==> src/design/dfp_pkg.sv <==
package dfp_pkg;

    localparam int unsigned CHAR_W  = 8;
    localparam int unsigned ARG_W   = 32;
    localparam int unsigned DIGIT_W = 4;
    // 32-bit unsigned holds at most ten decimal digits
    localparam int unsigned MAX_DIGITS = 10;
    localparam int unsigned DIDX_W     = $clog2(MAX_DIGITS);

    typedef logic [CHAR_W-1:0]         t_char;
    typedef logic [ARG_W-1:0]          t_arg;
    typedef logic [DIGIT_W-1:0]        t_digit;
    typedef logic [DIDX_W-1:0]         t_didx;
    typedef logic [CHAR_W+ARG_W-1:0]   t_in_tdata;

    localparam t_char CH_ZERO    = 8'h30;
    localparam t_char CH_MINUS   = 8'h2D;
    localparam t_char CH_PERCENT = 8'h25;
    localparam t_char CH_D       = 8'h64;
    localparam t_char CH_NUL     = 8'h00;

    // floor(x / 10) == (x * RECIP10) >> RECIP_SHIFT for every 32-bit x
    localparam t_arg        RECIP10     = 32'hCCCC_CCCD;
    localparam int unsigned RECIP_SHIFT = 35;
    localparam int unsigned QUO_W       = 2*ARG_W - RECIP_SHIFT;

    typedef logic [QUO_W-1:0] t_quo;

endpackage

==> src/design/decimal_format_printer.sv <==
// Channel | Dir | tdata (low bit up)                    | tlast | tuser
// s_axis  | in  | format_char[7:0], arg_value[39:8]     | -     | -
// m_axis  | out | out_char[7:0]                         | last  | error
//
// Ordinary byte and bad specifier: taken in, beat registered out; '%' is held as pending.
// %d: per digit a multiply state (reciprocal of ten) and a fix-up state, then
// the sign and digit beats are emitted, each held while m_axis stalls.
// The shared 32x32 reciprocal multiplier sets the digit loop.
// i_rst_n is synchronous, active low; clears state, pending, halted and valid.
// m_axis stalls hold output; s_axis_tready needs idle and (halted or output free).
module decimal_format_printer (
    input  logic                i_clk,
    input  logic                i_rst_n,
    input  logic                s_axis_tvalid,
    output logic                s_axis_tready,
    input  dfp_pkg::t_in_tdata  s_axis_tdata,   // format_char[7:0], arg_value[39:8]
    output logic                m_axis_tvalid,
    input  logic                m_axis_tready,
    output dfp_pkg::t_char      m_axis_tdata,   // out_char[7:0]
    output logic                m_axis_tlast,
    output logic                m_axis_tuser    // error[0]
);
    import dfp_pkg::*;

    // sequencer states
    localparam logic [2:0] S_IDLE = 3'd0;
    localparam logic [2:0] S_MUL  = 3'd1;
    localparam logic [2:0] S_FIX  = 3'd2;
    localparam logic [2:0] S_SIGN = 3'd3;
    localparam logic [2:0] S_EMIT = 3'd4;

    logic [2:0] r_state, n_state;
    logic       r_pending, n_pending;
    logic       r_halted, n_halted;
    logic       r_neg, n_neg;
    t_arg       r_mag, n_mag;
    t_quo       r_quo, n_quo;
    t_didx      r_nd, n_nd;
    t_digit     r_digs [MAX_DIGITS];

    // output register
    logic       r_out_valid, n_out_valid;
    t_char      r_out_char, n_out_char;
    logic       r_out_last, n_out_last;
    logic       r_out_err, n_out_err;

    t_char      w_char;
    t_arg       w_arg;
    logic       w_in_acc;
    logic       w_out_free;
    logic [2*ARG_W-1:0] w_prod;
    t_arg       w_q10;
    t_arg       w_rem;
    logic       w_dig_we;

    assign w_char     = s_axis_tdata[CHAR_W-1:0];
    assign w_arg      = s_axis_tdata[CHAR_W+ARG_W-1:CHAR_W];
    assign w_out_free = !r_out_valid || m_axis_tready;

    // halted: accept and drop everything
    assign s_axis_tready = (r_state == S_IDLE) && (r_halted || w_out_free);
    assign w_in_acc      = s_axis_tvalid && s_axis_tready;

    // shared divide-by-ten unit: multiply this cycle, fix-up next
    assign w_prod = {{ARG_W{1'b0}}, r_mag} * {{ARG_W{1'b0}}, RECIP10};
    assign w_q10  = {r_quo, 3'b000} + {2'b00, r_quo, 1'b0};
    assign w_rem  = r_mag - w_q10;

    always_comb begin
        n_state     = r_state;
        n_pending   = r_pending;
        n_halted    = r_halted;
        n_neg       = r_neg;
        n_mag       = r_mag;
        n_quo       = r_quo;
        n_nd        = r_nd;
        n_out_valid = r_out_valid && !m_axis_tready;
        n_out_char  = r_out_char;
        n_out_last  = r_out_last;
        n_out_err   = r_out_err;
        w_dig_we    = 1'b0;

        case (r_state)
            S_IDLE: begin
                if (w_in_acc && !r_halted) begin
                    if (r_pending) begin
                        n_pending = 1'b0;
                        if (w_char == CH_D) begin
                            n_neg   = w_arg[ARG_W-1];
                            n_mag   = w_arg[ARG_W-1] ? (t_arg'(0) - w_arg) : w_arg;
                            n_nd    = '0;
                            n_state = S_MUL;
                        end else begin
                            n_halted    = 1'b1;
                            n_out_valid = 1'b1;
                            n_out_char  = CH_NUL;
                            n_out_last  = 1'b1;
                            n_out_err   = 1'b1;
                        end
                    end else if (w_char == CH_PERCENT) begin
                        n_pending = 1'b1;
                    end else begin
                        n_out_valid = 1'b1;
                        n_out_char  = w_char;
                        n_out_last  = 1'b1;
                        n_out_err   = 1'b0;
                    end
                end
            end
            S_MUL: begin
                n_quo   = w_prod[2*ARG_W-1:RECIP_SHIFT];
                n_state = S_FIX;
            end
            S_FIX: begin
                w_dig_we = 1'b1;
                n_mag    = {{(ARG_W-QUO_W){1'b0}}, r_quo};
                if (r_quo == '0) begin
                    n_state = r_neg ? S_SIGN : S_EMIT;
                end else begin
                    n_nd    = r_nd + t_didx'(1);
                    n_state = S_MUL;
                end
            end
            S_SIGN: begin
                if (w_out_free) begin
                    n_out_valid = 1'b1;
                    n_out_char  = CH_MINUS;
                    n_out_last  = 1'b0;
                    n_out_err   = 1'b0;
                    n_state     = S_EMIT;
                end
            end
            S_EMIT: begin
                // most significant digit sits at the highest index
                if (w_out_free) begin
                    n_out_valid = 1'b1;
                    n_out_char  = CH_ZERO + t_char'(r_digs[r_nd]);
                    n_out_last  = (r_nd == '0);
                    n_out_err   = 1'b0;
                    if (r_nd == '0) begin
                        n_state = S_IDLE;
                    end else begin
                        n_nd = r_nd - t_didx'(1);
                    end
                end
            end
            default: begin
                n_state = S_IDLE;
            end
        endcase
    end

    always_ff @(posedge i_clk) begin
        if (!i_rst_n) begin
            r_state     <= S_IDLE;
            r_pending   <= 1'b0;
            r_halted    <= 1'b0;
            r_out_valid <= 1'b0;
        end else begin
            r_state     <= n_state;
            r_pending   <= n_pending;
            r_halted    <= n_halted;
            r_out_valid <= n_out_valid;
        end
    end

    always_ff @(posedge i_clk) begin
        r_neg      <= n_neg;
        r_mag      <= n_mag;
        r_quo      <= n_quo;
        r_nd       <= n_nd;
        r_out_char <= n_out_char;
        r_out_last <= n_out_last;
        r_out_err  <= n_out_err;
        if (w_dig_we) begin
            r_digs[r_nd] <= w_rem[DIGIT_W-1:0];
        end
    end

    assign m_axis_tvalid = r_out_valid;
    assign m_axis_tdata  = r_out_char;
    assign m_axis_tlast  = r_out_last;
    assign m_axis_tuser  = r_out_err;

    a_halt_sticky: assert property (@(posedge i_clk) disable iff (!i_rst_n)
        r_halted |=> r_halted)
        else $error("halted flag cleared without reset");

    a_ready_idle: assert property (@(posedge i_clk) disable iff (!i_rst_n)
        s_axis_tready |-> (r_state == S_IDLE))
        else $error("input taken while a conversion is running");

    a_err_last: assert property (@(posedge i_clk) disable iff (!i_rst_n)
        (r_out_valid && r_out_err) |-> (r_out_last && r_out_char == CH_NUL))
        else $error("error beat not a lone zero beat");

    a_digit_range: assert property (@(posedge i_clk) disable iff (!i_rst_n)
        (r_state == S_FIX) |-> (w_rem < t_arg'(10)))
        else $error("divide-by-ten remainder out of range");

    a_no_pending_busy: assert property (@(posedge i_clk) disable iff (!i_rst_n)
        (r_state != S_IDLE) |-> !r_pending)
        else $error("percent still pending during conversion");

endmodule
==> config.mk <==
export PLATFORM = sky130hd
export DESIGN_NAME = decimal_format_printer
export DESIGN_NICKNAME = d
export VERILOG_FILES = /design/src/design/dfp_pkg.sv /design/src/design/decimal_format_printer.sv
export SDC_FILE = /design/constraint.sdc
export NUM_CORES = 1
export LEC_CHECK = 0
export BUFFER_PORTS_ARGS = -buffer_cell sky130_fd_sc_hd__buf_2
export CORE_MARGIN = 2
export CORE_UTILIZATION = 45
export CTS_CLUSTER_SIZE = 10
export DETAILED_ROUTE_END_ITERATION = 7
export GPL_ROUTABILITY_DRIVEN = 0
export PLACE_DENSITY = 0.71
export SLEW_MARGIN = 15
export SYNTH_ARGS = -nofsm -noshare
export SYNTH_HDL_FRONTEND = slang
export SYNTH_SLANG_ARGS = --single-unit
==> constraint.sdc <==
create_clock -name i_clk -period 6.2 [get_ports i_clk]
set_input_delay 1.24 -clock i_clk [delete_from_list [all_inputs] [get_ports i_clk]]
set_output_delay 1.24 -clock i_clk [all_outputs]
set_load 0.01 [all_outputs]
**Word level (Yosys, flattened, before mapping)**

Memories as Yosys holds them, arrays and structs flattened. A register that Yosys moved wholly into a read port is not among the register bits.
Index checks and enable logic that the tools add are counted.

- Register bits: 82
- Memory bits (writable): 40
- Input bits: 44
- Word-level logic and storage cells: 113
- Memories: 1

Memory list:

| name | depth | width | read ports | clocked after Yosys merged registers in | write ports | line | source |
|---|---|---|---|---|---|---|---|
| r_digs | 10 | 4 | 1 | 1 | 1 | decimal_format_printer.sv:39 | `t_digit r_digs [MAX_DIGITS];` |

- $add $sub $neg: 6
- $mul: 1
- Eq/ne operators: 17
- Mux-type cells: 51
- Bitwise logic cells: 1
- Reductions and logical operators: 25

Operator list:

| operator | count |
|---|---|
| $mux 32 | 4 |
| $mul 32x32->64 const B | 1 |
| $pmux 32 s2 | 1 |
| $mux 8 | 6 |
| $sub 1x32->32 const A | 1 |
| $logic_not 29->1 | 1 |
| $mux 4 | 7 |
| $mux 3 | 8 |
| $pmux 8 s3 | 1 |
| $mux 1 | 19 |
| $pmux 3 s5 | 1 |
| $ne 2x2->1 const B | 6 |
| $pmux 4 s3 | 1 |
| $reduce_and 4->1 | 3 |
| $reduce_and 6->1 | 2 |
| $eq 8x6->1 const B | 1 |
| $eq 8x7->1 const B | 1 |
| $add 6x4->7 const A | 1 |
| $reduce_and 7->1 | 1 |
| $eq 3x2->1 const B | 2 |
| $ne 2x1->1 const B | 3 |
| $ne 3x3->1 const B | 2 |
| $reduce_bool 3->1 | 2 |
| $reduce_and 5->1 | 1 |
| other kinds (17) | 25 |

**Depth between registers and ports, before layout**

Gate-level depths: netlist (run 1).

- Word-level depth: 9
- Depth in mapped cells: 25
- Depth with buffers taken out: 25

**Worst setup path after synthesis (run 1)**

OpenSTA, ideal clock, no wires.

- Path kind: reg2reg
- From: register r_mag[18]
- To: register r_quo[28], data pin
- Data arrival time: 6615 ps
- Required time: 5941 ps
- Path slack: -674 ps
- Cell stages (with the launch flop): 24
- Path through: edfxtp_1 ha_1 inv_1 fa_1 inv_1 fa_1 inv_1 fa_1 inv_1 fa_1 fa_1 fa_1 inv_1 fa_1 inv_1 ha_1 nand4_1 nor3_1 nand2_1 o211ai_1 o31ai_1 nor4_1 o21ai_0 a211o_1

- Word-level cells in the longest chain between the ends: 1

Ends and longest elaborated chain:

| item | line | source |
|---|---|---|
| start: declaration | decimal_format_printer.sv:36 | `t_arg r_mag, n_mag;` |
| start signal: assignment | decimal_format_printer.sv:169 | `r_mag <= n_mag;` |
| $mul 32x32->64 | decimal_format_printer.sv:65 | `assign w_prod = {{ARG_W{1'b0}}, r_mag} * {{ARG_W{1'b0}}, RECIP10};` |
| via w_prod[63] | decimal_format_printer.sv:51 | `logic [2*ARG_W-1:0] w_prod;` |
| end signal: assignment | decimal_format_printer.sv:170 | `r_quo <= n_quo;` |
| end: declaration | decimal_format_printer.sv:37 | `t_quo r_quo, n_quo;` |

The timed path passes the listed nets, and every way through them passes these cells.
A chain may end at the register's enable or synchronous reset.

**Final worst setup path (run 1)**

Same ends and word-level chain as after synthesis.

==> reports/results.tsv, run 1 <==
metric	value	unit
root buf cell	clkbuf_16	
Mapped Area	22670	sq um
row cnt	82	
part of the power in registers	46.4	%
total grt overflow	0	
io pins	56	
Clock Latency Late Sink	440	ps
number of global-route vias before repair	19037	
ANT cells	0	
Hold Vio Cnt, Final	0	
Tot GR Track Use	25.99	%
Pleak	13.84	nW
Inst Count DP	3207	
drt total wl	66.71	mm
syn nets	2955	
number of routed nets with antenna violations	0	
Port Buf Inserts	55	
DR DRC count	0	
power density over the cells	72.03	nW/um^2
Critical Path End	r_quo[28]	
wire per inst	20.44	um
synthesized instance count	2169	
Worst Setup SP	r_mag[18]	
f_max	141.6	MHz
worst r2r src	r_mag[18]	
Worst VDD drop	180.2	uV
first-pass GRT wire length	104.0	mm
Worst Reg-to-Reg Cells	25	
clock network power share	49.0	%
worst setup margin	-861.2	ps
DIE AREA	52190	sq um
Worst Max-Slew Pin Slew	1036	ps
CTS tree	built	
RSZ-0062 raised after global routing	yes	
Comb power frac	4.7	%
terminus of the critical flop-to-flop path	r_quo[28]	
CP arrival	7240	ps
hold crit path type	flip-flop to flip-flop	
clock transition at the registers of the reported paths	70	ps
nets@finish	3364	
hpwl dp	58.42	mm
Synth async-reset ratio	0	%
max_cap viols	0	
Final Max Tran Viols	0	
failing checks	setup timing	
Data required, critical path	6380	ps
post-synthesis cell type count	68	
initial drt markers	1111	
Final Skew	14.01	ps
Pint	1.495	mW
Tcrit/Tclk final	113.9	%
Worst Setup Start Kind	flip-flop	
CTS Buffer Depth	2	
CTS Sinks	126	
YS warnings	0	
Via density	5.335	
Rel. slew slack	30.28	%
status	complete, but fails checks	
Post-synth EDFFs	116	
#FFs+latches synth	126	
pin count of the biggest net entering global routing	62	
DR pass1 iterations	5	
Worst Min Path Start	r_halted	
total number of vias	17407	
post-layout util	55.61	%
CP Max Fanout	7	
die height	228.5	um
Setup-failing EPs final	29	
htree depth	4	
fin cells	3263	
crit path kind	flip-flop to flip-flop	
Starting Density	45.37	%
Placement Setup Slack	-1087	ps
flop-to-flop setup slack	-860	ps
Avg Cell Area, Syn	10.45	sq um
die width	228.5	um
Seq/Total Area, Yosys	16.25	%
Main synth FF type	edfxtp_1	
core area	49970	sq um
Area Overhead vs Synth	22.56	%
layout cells sized above 1	22.54	%
hold_ws	534.6	ps
Psw	506.6	uW
cts bufs inserted	17	
CP Capture Type	flip-flop	
switching share of power	25.31	%
initial antenna violation count	0	
crit path time final	7061	ps
## sequential cells by signal, indices dropped and copies added, names as in the netlist, named ones only
name           count
m_axis_tuser       1
r_quo             29
r_state            3
r_halted           1
r_nd               4
m_axis_tdata       8
r_neg              1
m_axis_tvalid      1
r_mag             32
r_pending          1
r_digs            40
m_axis_tlast       1
## layout make-up
class | count | area [sq um]
clock buffers | 17 | 425.4
clock inverters | 15 | 147.6
fillers | 4178 | 22180
inverters | 572 | 2156
multi-input cells | 1440 | 17440
flip-flops and latches | 126 | 3684
well taps | 672 | 840.8
repair buffers | 421 | 3090
## cells by family (layout without fill, tap and decap cells)
logic type	after synthesis	after routing	synth area share (%)
xor+xnor	108	108	4.172
fa+ha+maj	742	742	53.80
compound gates	299	299	8.483
buf+inv	603	1025	9.984
simple gates	274	274	6.098
mux	17	17	1.214
flops	126	126	16.25
## how the worst min path moves through the flow
stage	end	slack [ps]	cells after the start
2_1_floorplan	r_halted	490	1
3_3_place_gp	r_halted	510	1
3_5_place_dp	r_halted	520	1
4_1_cts	r_halted	540	1
5_1_grt	r_halted	580	1
6_report	r_halted	530	1
## per-stage QoR
| stage | instance area (sq um) | setup TNS [ps] | power, mW |
|---|---|---|---|
| final | 27780 | -18400 | 2.001 |
| after global routing | 27780 | -24330 | 2.044 |
| after CTS | 27460 | -16610 | 2.001 |
| after detailed placement | 26550 | -21350 | 1.039 |
| after global placement | 26550 | -18910 | 1.036 |
| after floorplan | 22970 | -4286 | 0.9897 |
## Yosys cell counts (all sizes together), types with 5 or more instances
cell,number,area [sq um]
a211oi,12,90.09
a21boi,6,45.04
a21o,44,330.3
a21oi,83,415.4
a31oi,5,31.28
and2,14,87.58
and3,6,37.54
clkbuf,28,105.1
dfxtp,10,200.2
edfxtp,116,3483
fa,388,7767
ha,354,4429
inv,572,2147
mux2i,5,50.05
mux4,8,180.2
nand2,95,356.6
nand2b,7,43.79
nand3,12,60.06
nand4,12,75.07
nor2,43,161.4
nor2b,14,87.58
nor3,19,95.09
nor3b,7,52.55
nor4,23,143.9
o211ai,10,75.07
o21a,7,52.55
o21ai,70,350.3
o21bai,8,60.06
o31ai,11,82.58
o41ai,5,51.30
or2,5,33.78
or3,7,55.05
or4,5,46.29
xnor2,43,376.6
xor2,65,569.3
## power by group through the flow
stage | sequential [mW] | clock, mW | combinational [mW]
finish | 0.928 | 0.980 | 0.0935
global route | 0.928 | 1.02 | 0.102
CTS | 0.928 | 0.980 | 0.0932
detailed placement | 0.946 | 0 | 0.0928
global placement | 0.946 | 0 | 0.0904
floorplan | 0.948 | 0 | 0.0416
## routing by layer
layer  vias to the layer above  routed length, um  track usage (%)
li1                       7853                  -                -
met1                      8734              27200            33.16
met3                       190               3915            3.144
met5                         -                  0                0
met2                       630              31810            43.77
met4                         0               3786            13.09
## cells in the final DEF, fill, tap and decap left out, types with 15 or more instances in the layout
master,count
buf_4,354
o21ai_0,59
nor3_1,15
ha_4,24
nor2_1,40
a21o_1,44
inv_1,558
a21oi_1,65
buf_2,55
fa_1,385
xnor2_1,40
ha_1,323
nand2_1,93
clkbuf_16,18
nor4_1,17
xor2_1,62
edfxtp_1,116
## critical path, cell delays in order (launching register included)
cell and delay, ps:
edfxtp_1 510, ha_4 330, inv_2 40, fa_1 490
inv_2 50, fa_1 510, inv_1 60, fa_1 500
inv_1 50, fa_1 460, fa_1 500, fa_1 490
inv_1 50, fa_1 490, inv_2 50, ha_4 260
nand4_1 170, buf_6 210, nor3_4 190, nand2_1 100
o211ai_1 320, clkbuf_16 240, o31ai_4 100, nor4_4 270
o21ai_1 120, a211o_1 260
## timing repair
action / in CTS / in global routing
endpoints found under the setup margin: 29 / 29
gates resized for setup: 48 / 53
pin swaps: 11 / 29
setup buffers: 15 / 9
cloned: 0 / 0
hold buffers: 0 / 0
(Power assumes the default switching activity.)
==> inputs of run 2 (changes only) <==
- CTS_CLUSTER_DIAMETER: default -> 200
- REMOVE_ABC_BUFFERS: default -> 1
==> run 2 against run 1 <==
Compared with the run above:
- the flow still finishes with violations (setup timing)
- combinational power up 8%
- cell count up 1.4%
- sequential power about the same
==> reports/results.tsv, run 2 (same netlist as run 1, synthesis figures left out) <==
metric	value	unit
Data required, critical path	6370	ps
Via density	5.532	
core area	49970	sq um
Worst Setup Start Kind	flip-flop	
status	complete, but fails checks	
number of routed nets with antenna violations	0	
slowest CP cell	fa_1	
initial antenna violation count	0	
Worst Reg-to-Reg Cells	24	
crit-path cells	buf_6 -> ha_4 -> buf_4 -> ha_4 -> fa_1 -> inv_1 -> fa_1 -> inv_1 -> fa_1 -> fa_1 -> fa_2 -> fa_1 -> ha_4 -> a21o_1 -> a21oi_1 -> o221a_2 -> o211ai_1 -> buf_4 -> buf_6 -> nor3_4 -> buf_6 -> o211ai_1 -> buf_4 -> xor2_1	
nets@finish	3410	
CTS tree	built	
Tot GR Track Use	28.49	%
Clock Latency Late Sink	440	ps
leading registers by flop count	r_digs: 40 flops, r_mag: 32 flops, r_quo: 29 flops	
most frequent cells in the layout	inv_1, buf_4, fa_1	
CTS Buffer Depth	2	
initial drt markers	1790	
clock transition at the registers of the reported paths	70	ps
CP Capture Type	flip-flop	
Tcrit/Tclk final	114.0	%
DR DRC count	0	
row cnt	82	
hold_buf cts	0	
wire per inst	22.40	um
ANT cells	0	
hpwl dp	60.67	mm
RSZ-0062 raised after global routing	yes	
DIE AREA	52190	sq um
max reg flops	40	
Placement Setup Slack	-1221	ps
failing checks	setup timing	
drt total wl	74.11	mm
hold crit path type	flip-flop to flip-flop	
total grt overflow	0	
crit path kind	flip-flop to flip-flop	
number of global-route vias before repair	20056	
die height	228.5	um
first-pass GRT wire length	112.8	mm
Final Max Tran Viols	0	
max_cap viols	0	
Worst VDD drop	155.1	uV
fillers	3910	
most used cell, CP	fa_1	
io pins	56	
fin cells	3309	
Pleak	14.17	nW
Port Buf Inserts	55	
power density over the cells	73.13	nW/um^2
CTS Sinks	126	
f_max	141.4	MHz
worst setup margin	-869.9	ps
Area Overhead vs Synth	26.86	%
DR pass1 iterations	5	
Biggest register	r_digs	
Setup-failing EPs final	29	
total number of vias	18306	
pin count of the biggest net entering global routing	62	
max incr delay on CP	620	ps
CP Max Fanout	3	
layout cells sized above 1	26.13	%
Final Skew	14.36	ps
die width	228.5	um
commonest non-fill, non-tap cell in the layout	inv_1	
CP arrival	7240	ps
Worst Max-Slew Pin Slew	1296	ps
Inst Count DP	3226	
htree depth	4	
Rel. slew slack	12.96	%
root buf cell	clkbuf_16	
Hold Path Cell Cnt	1	
Starting Density	45.37	%
crit path time final	7070	ps
Hold Vio Cnt, Final	0	
cts bufs inserted	17	
-- run 2: cell count changes in the layout (fill, tap and decap cells not counted), moves of 9 or more --
cell,before,now
fa_1,385,372
fa_2,3,16
buf_4,354,378
ha_4,24,43
ha_1,323,303
xor2_1,62,53
buf_6,10,33
-- run 2: worst paths after layout --
kind,from,slack [ps],endpoint
max,r_mag[20],-870,r_quo[22]
min,r_halted,530,r_halted
max reg2reg,r_mag[20],-870,r_quo[22]
min reg2reg,r_halted,530,r_halted
-- run 2: area by class of cell --
class	instances	area, sq um	share of cell area, %
repair buffers	467	3505	12.19
well taps	672	840.8	2.924
clock inverters	15	193.9	0.6743
clock buffers	17	425.4	1.479
inverters	572	2155	7.492
flip-flops and latches	126	3684	12.81
multi-input cells	1440	17960	62.44
-- run 2: per-stage QoR --
stage | power [mW] | utilization [%] | hold WS, ps | cell area, sq um | setup TNS [ps]
floorplan | 0.9879 | - | 491.8 | 22550 | -8440
global placement | 1.040 | 52.82 | 507.0 | 26390 | -21500
detailed placement | 1.044 | 52.82 | 513.8 | 26390 | -23140
CTS | 2.102 | 56.87 | 530.2 | 28420 | -13050
global route | 2.143 | 57.56 | 584.2 | 28760 | -24160
finish | 2.103 | 57.56 | 534.7 | 28760 | -18180
-- run 2: critical path: cells and delay by family, from the launching register on --
kind                     cells  cell delay (ps)
adder cells (fa/ha/maj)      9             3870
buffers and inverters        8             1060
AO/OA/AOI/OAI                5              900
flip-flops                   1              490
AND/OR/NAND/NOR              1              340
XOR/XNOR                     1              130
-- run 2: power breakdown --
part	internal [mW]	total [mW]	switching, mW
Clock	0.617	1.07	0.458
Combinational	0.0364	0.101	0.0644
Sequential	0.926	0.928	0.00139
-- run 2: timing repair --
| item | 4_1_cts | 5_1_grt |
|---|---|---|
| cloned | 0 | 0 |
| setup endpoints to repair | 29 | 29 |
| gates resized for setup | 194 | 58 |
| buffers inserted | 45 | 15 |
| pin swaps | 99 | 46 |
-- run 2: per-layer routing --
layer,track usage [%],wire length [um]
met5,0,0
met4,20.22,6811
met3,4.503,6207
met2,46.57,34160
met1,34.53,26930
==> inputs of run 3 (changes only) <==
- CORE_MARGIN: 2 -> 8
- PLACE_DENSITY: 0.71 -> default
==> run 3 against run 2 <==
Compared with the run above:
- the run still ends with setup timing left
- maximum frequency up 0.93%
- sequential power barely moved
- worst setup slack improved by 65 ps
- count of clock-buffer cells in the layout stayed put
- hold slack improved by 12 ps
- global-route usage fell by 3.8 points
- highest routed layer unchanged
==> reports/results.tsv, run 3 (same netlist as run 1, synthesis figures left out) <==
metric	value	unit
leading registers by flop count	r_digs: 40 flops, r_mag: 32 flops, r_quo: 29 flops	
Worst Reg-to-Reg Cells	27	
most frequent cells in the layout	inv_1, buf_4, fa_1	
cts bufs inserted	17	
pin count of the biggest net entering global routing	62	
Worst VDD drop	159.4	uV
worst r2r src	r_mag[18]	
DR DRC count	0	
first-pass GRT wire length	107.5	mm
status	complete, but fails checks	
worst setup margin	-804.9	ps
setup_tns	-17840	ps
CTS Sinks	126	
CTS tree	built	
total number of vias	17286	
Tcrit/Tclk final	113.0	%
post-layout util	57.06	%
fin cells	3300	
wire per inst	21.09	um
f_max	142.8	MHz
Worst Setup SP	r_mag[18]	
htree depth	4	
Rel. slew slack	30.13	%
Port Buf Inserts	55	
Hold Path Cell Cnt	2	
Area Overhead vs Synth	25.76	%
Final Max Tran Viols	0	
crit path kind	flip-flop to flip-flop	
Worst Max-Slew Pin Slew	1039	ps
Via density	5.238	
CP arrival	7200	ps
power density over the cells	71.58	nW/um^2
Starting Density	45.37	%
die width	240.5	um
DR pass1 iterations	6	
slowest CP cell	fa_1	
Buf/Inv on CP	10	
post-route cell area	28510	sq um
number of routed nets with antenna violations	0	
drt total wl	69.61	mm
die height	240.5	um
hold crit path type	flip-flop to flip-flop	
io pins	56	
Pleak	14.07	nW
initial antenna violation count	0	
most used cell, CP	fa_1	
max_cap viols	0	
hpwl dp	60.85	mm
core area	49970	sq um
root buf cell	clkbuf_16	
Setup-failing EPs final	29	
row cnt	82	
Tot GR Track Use	24.66	%
Hold Vio Cnt, Final	0	
Inst Count DP	3227	
nets@finish	3401	
Worst Setup Start Kind	flip-flop	
Biggest register	r_digs	
flop-to-flop setup slack	-800	ps
layout cells sized above 1	25.84	%
CP Max Fanout	4	
Data required, critical path	6400	ps
terminus of the critical flop-to-flop path	r_quo[28]	
crit path time final	7005	ps
Worst Min Path Start	r_quo[3]	
max incr delay on CP	560	ps
total grt overflow	0	
number of global-route vias before repair	18866	
commonest non-fill, non-tap cell in the layout	inv_1	
clock transition at the registers of the reported paths	70	ps
initial drt markers	1099	
Clock Latency Late Sink	450	ps
max reg flops	40	
delay-heaviest family, CP	adder cells	
failing checks	setup timing	
DP Area	26400	sq um
fillers	4282	
DIE AREA	57820	sq um
RSZ-0062 raised after global routing	yes	
CP Capture Type	flip-flop	
CTS Buffer Depth	2	
Placement Setup Slack	-1433	ps
ANT cells	0	
Hold Path End	r_mag[3]	
Final Skew	12.95	ps
run 3: changes by cell type in the layout (fill, tap and decap cells not counted), moves of 3 or more:
cell	delta
a21oi_2	+13
xnor2_2	-3
xnor2_1	+4
inv_2	+4
nand2_1	-3
buf_6	-10
inv_1	-3
a21oi_4	-7
a21oi_1	-6
xor2_2	-6
xor2_1	+8
run 3: routing by layer:
| layer | global-route usage (%) | part of all wire (%) |
|---|---|---|
| met5 | 0 | 0 |
| met4 | 11.47 | 5.4 |
| met3 | 3.312 | 4.8 |
| met2 | 40.92 | 48 |
| met1 | 31.79 | 42 |
run 3: cell type report:
class / count / area (sq um) / share of cell area (%)
timing repair buffer: 458 / 3400 / 11.92
sequential: 126 / 3684 / 12.92
multi-input combinational: 1440 / 17840 / 62.58
inverter: 572 / 2152 / 7.548
clock inverter: 15 / 167.7 / 0.5881
tap: 672 / 840.8 / 2.949
clock buffer: 17 / 425.4 / 1.492
run 3: power breakdown:
group	total (mW)	internal, mW	leakage, nW	switching, mW
sequential	0.927	0.926	1.12	0.00137
combinational	0.0926	0.0362	12.7	0.0564
clock	1.02	0.541	0.288	0.479
total	2.04	1.50	14.1	0.537
run 3: worst max-delay path by stage:
stage,end,slack [ps],depth (start not counted)
2_1_floorplan,r_quo[28],-670,23
3_3_place_gp,r_quo[28],-1370,23
3_5_place_dp,r_quo[28],-1430,23
4_1_cts,r_quo[23],-700,24
5_1_grt,r_quo[28],-990,26
6_report,r_quo[28],-800,27
run 3: tightest hold or removal path, stage by stage, from the launching register on:
cell and delay, ps:
edfxtp_1 340, nand2_1 50, o21ai_0 60
run 3: what timing repair did:
item,CTS,global route
setup endpoints to repair,29,29
gates resized for setup,165,69
hold buffers,0,0
setup buffers,35,11
pin swaps,73,35
run 3: stage by stage:
stage	hold slack, ps	power [mW]
after floorplan	491.8	0.9879
after global placement	508.0	1.036
after detailed placement	526.9	1.039
after CTS	549.1	2.062
after global routing	582.2	2.096
final	547.1	2.041
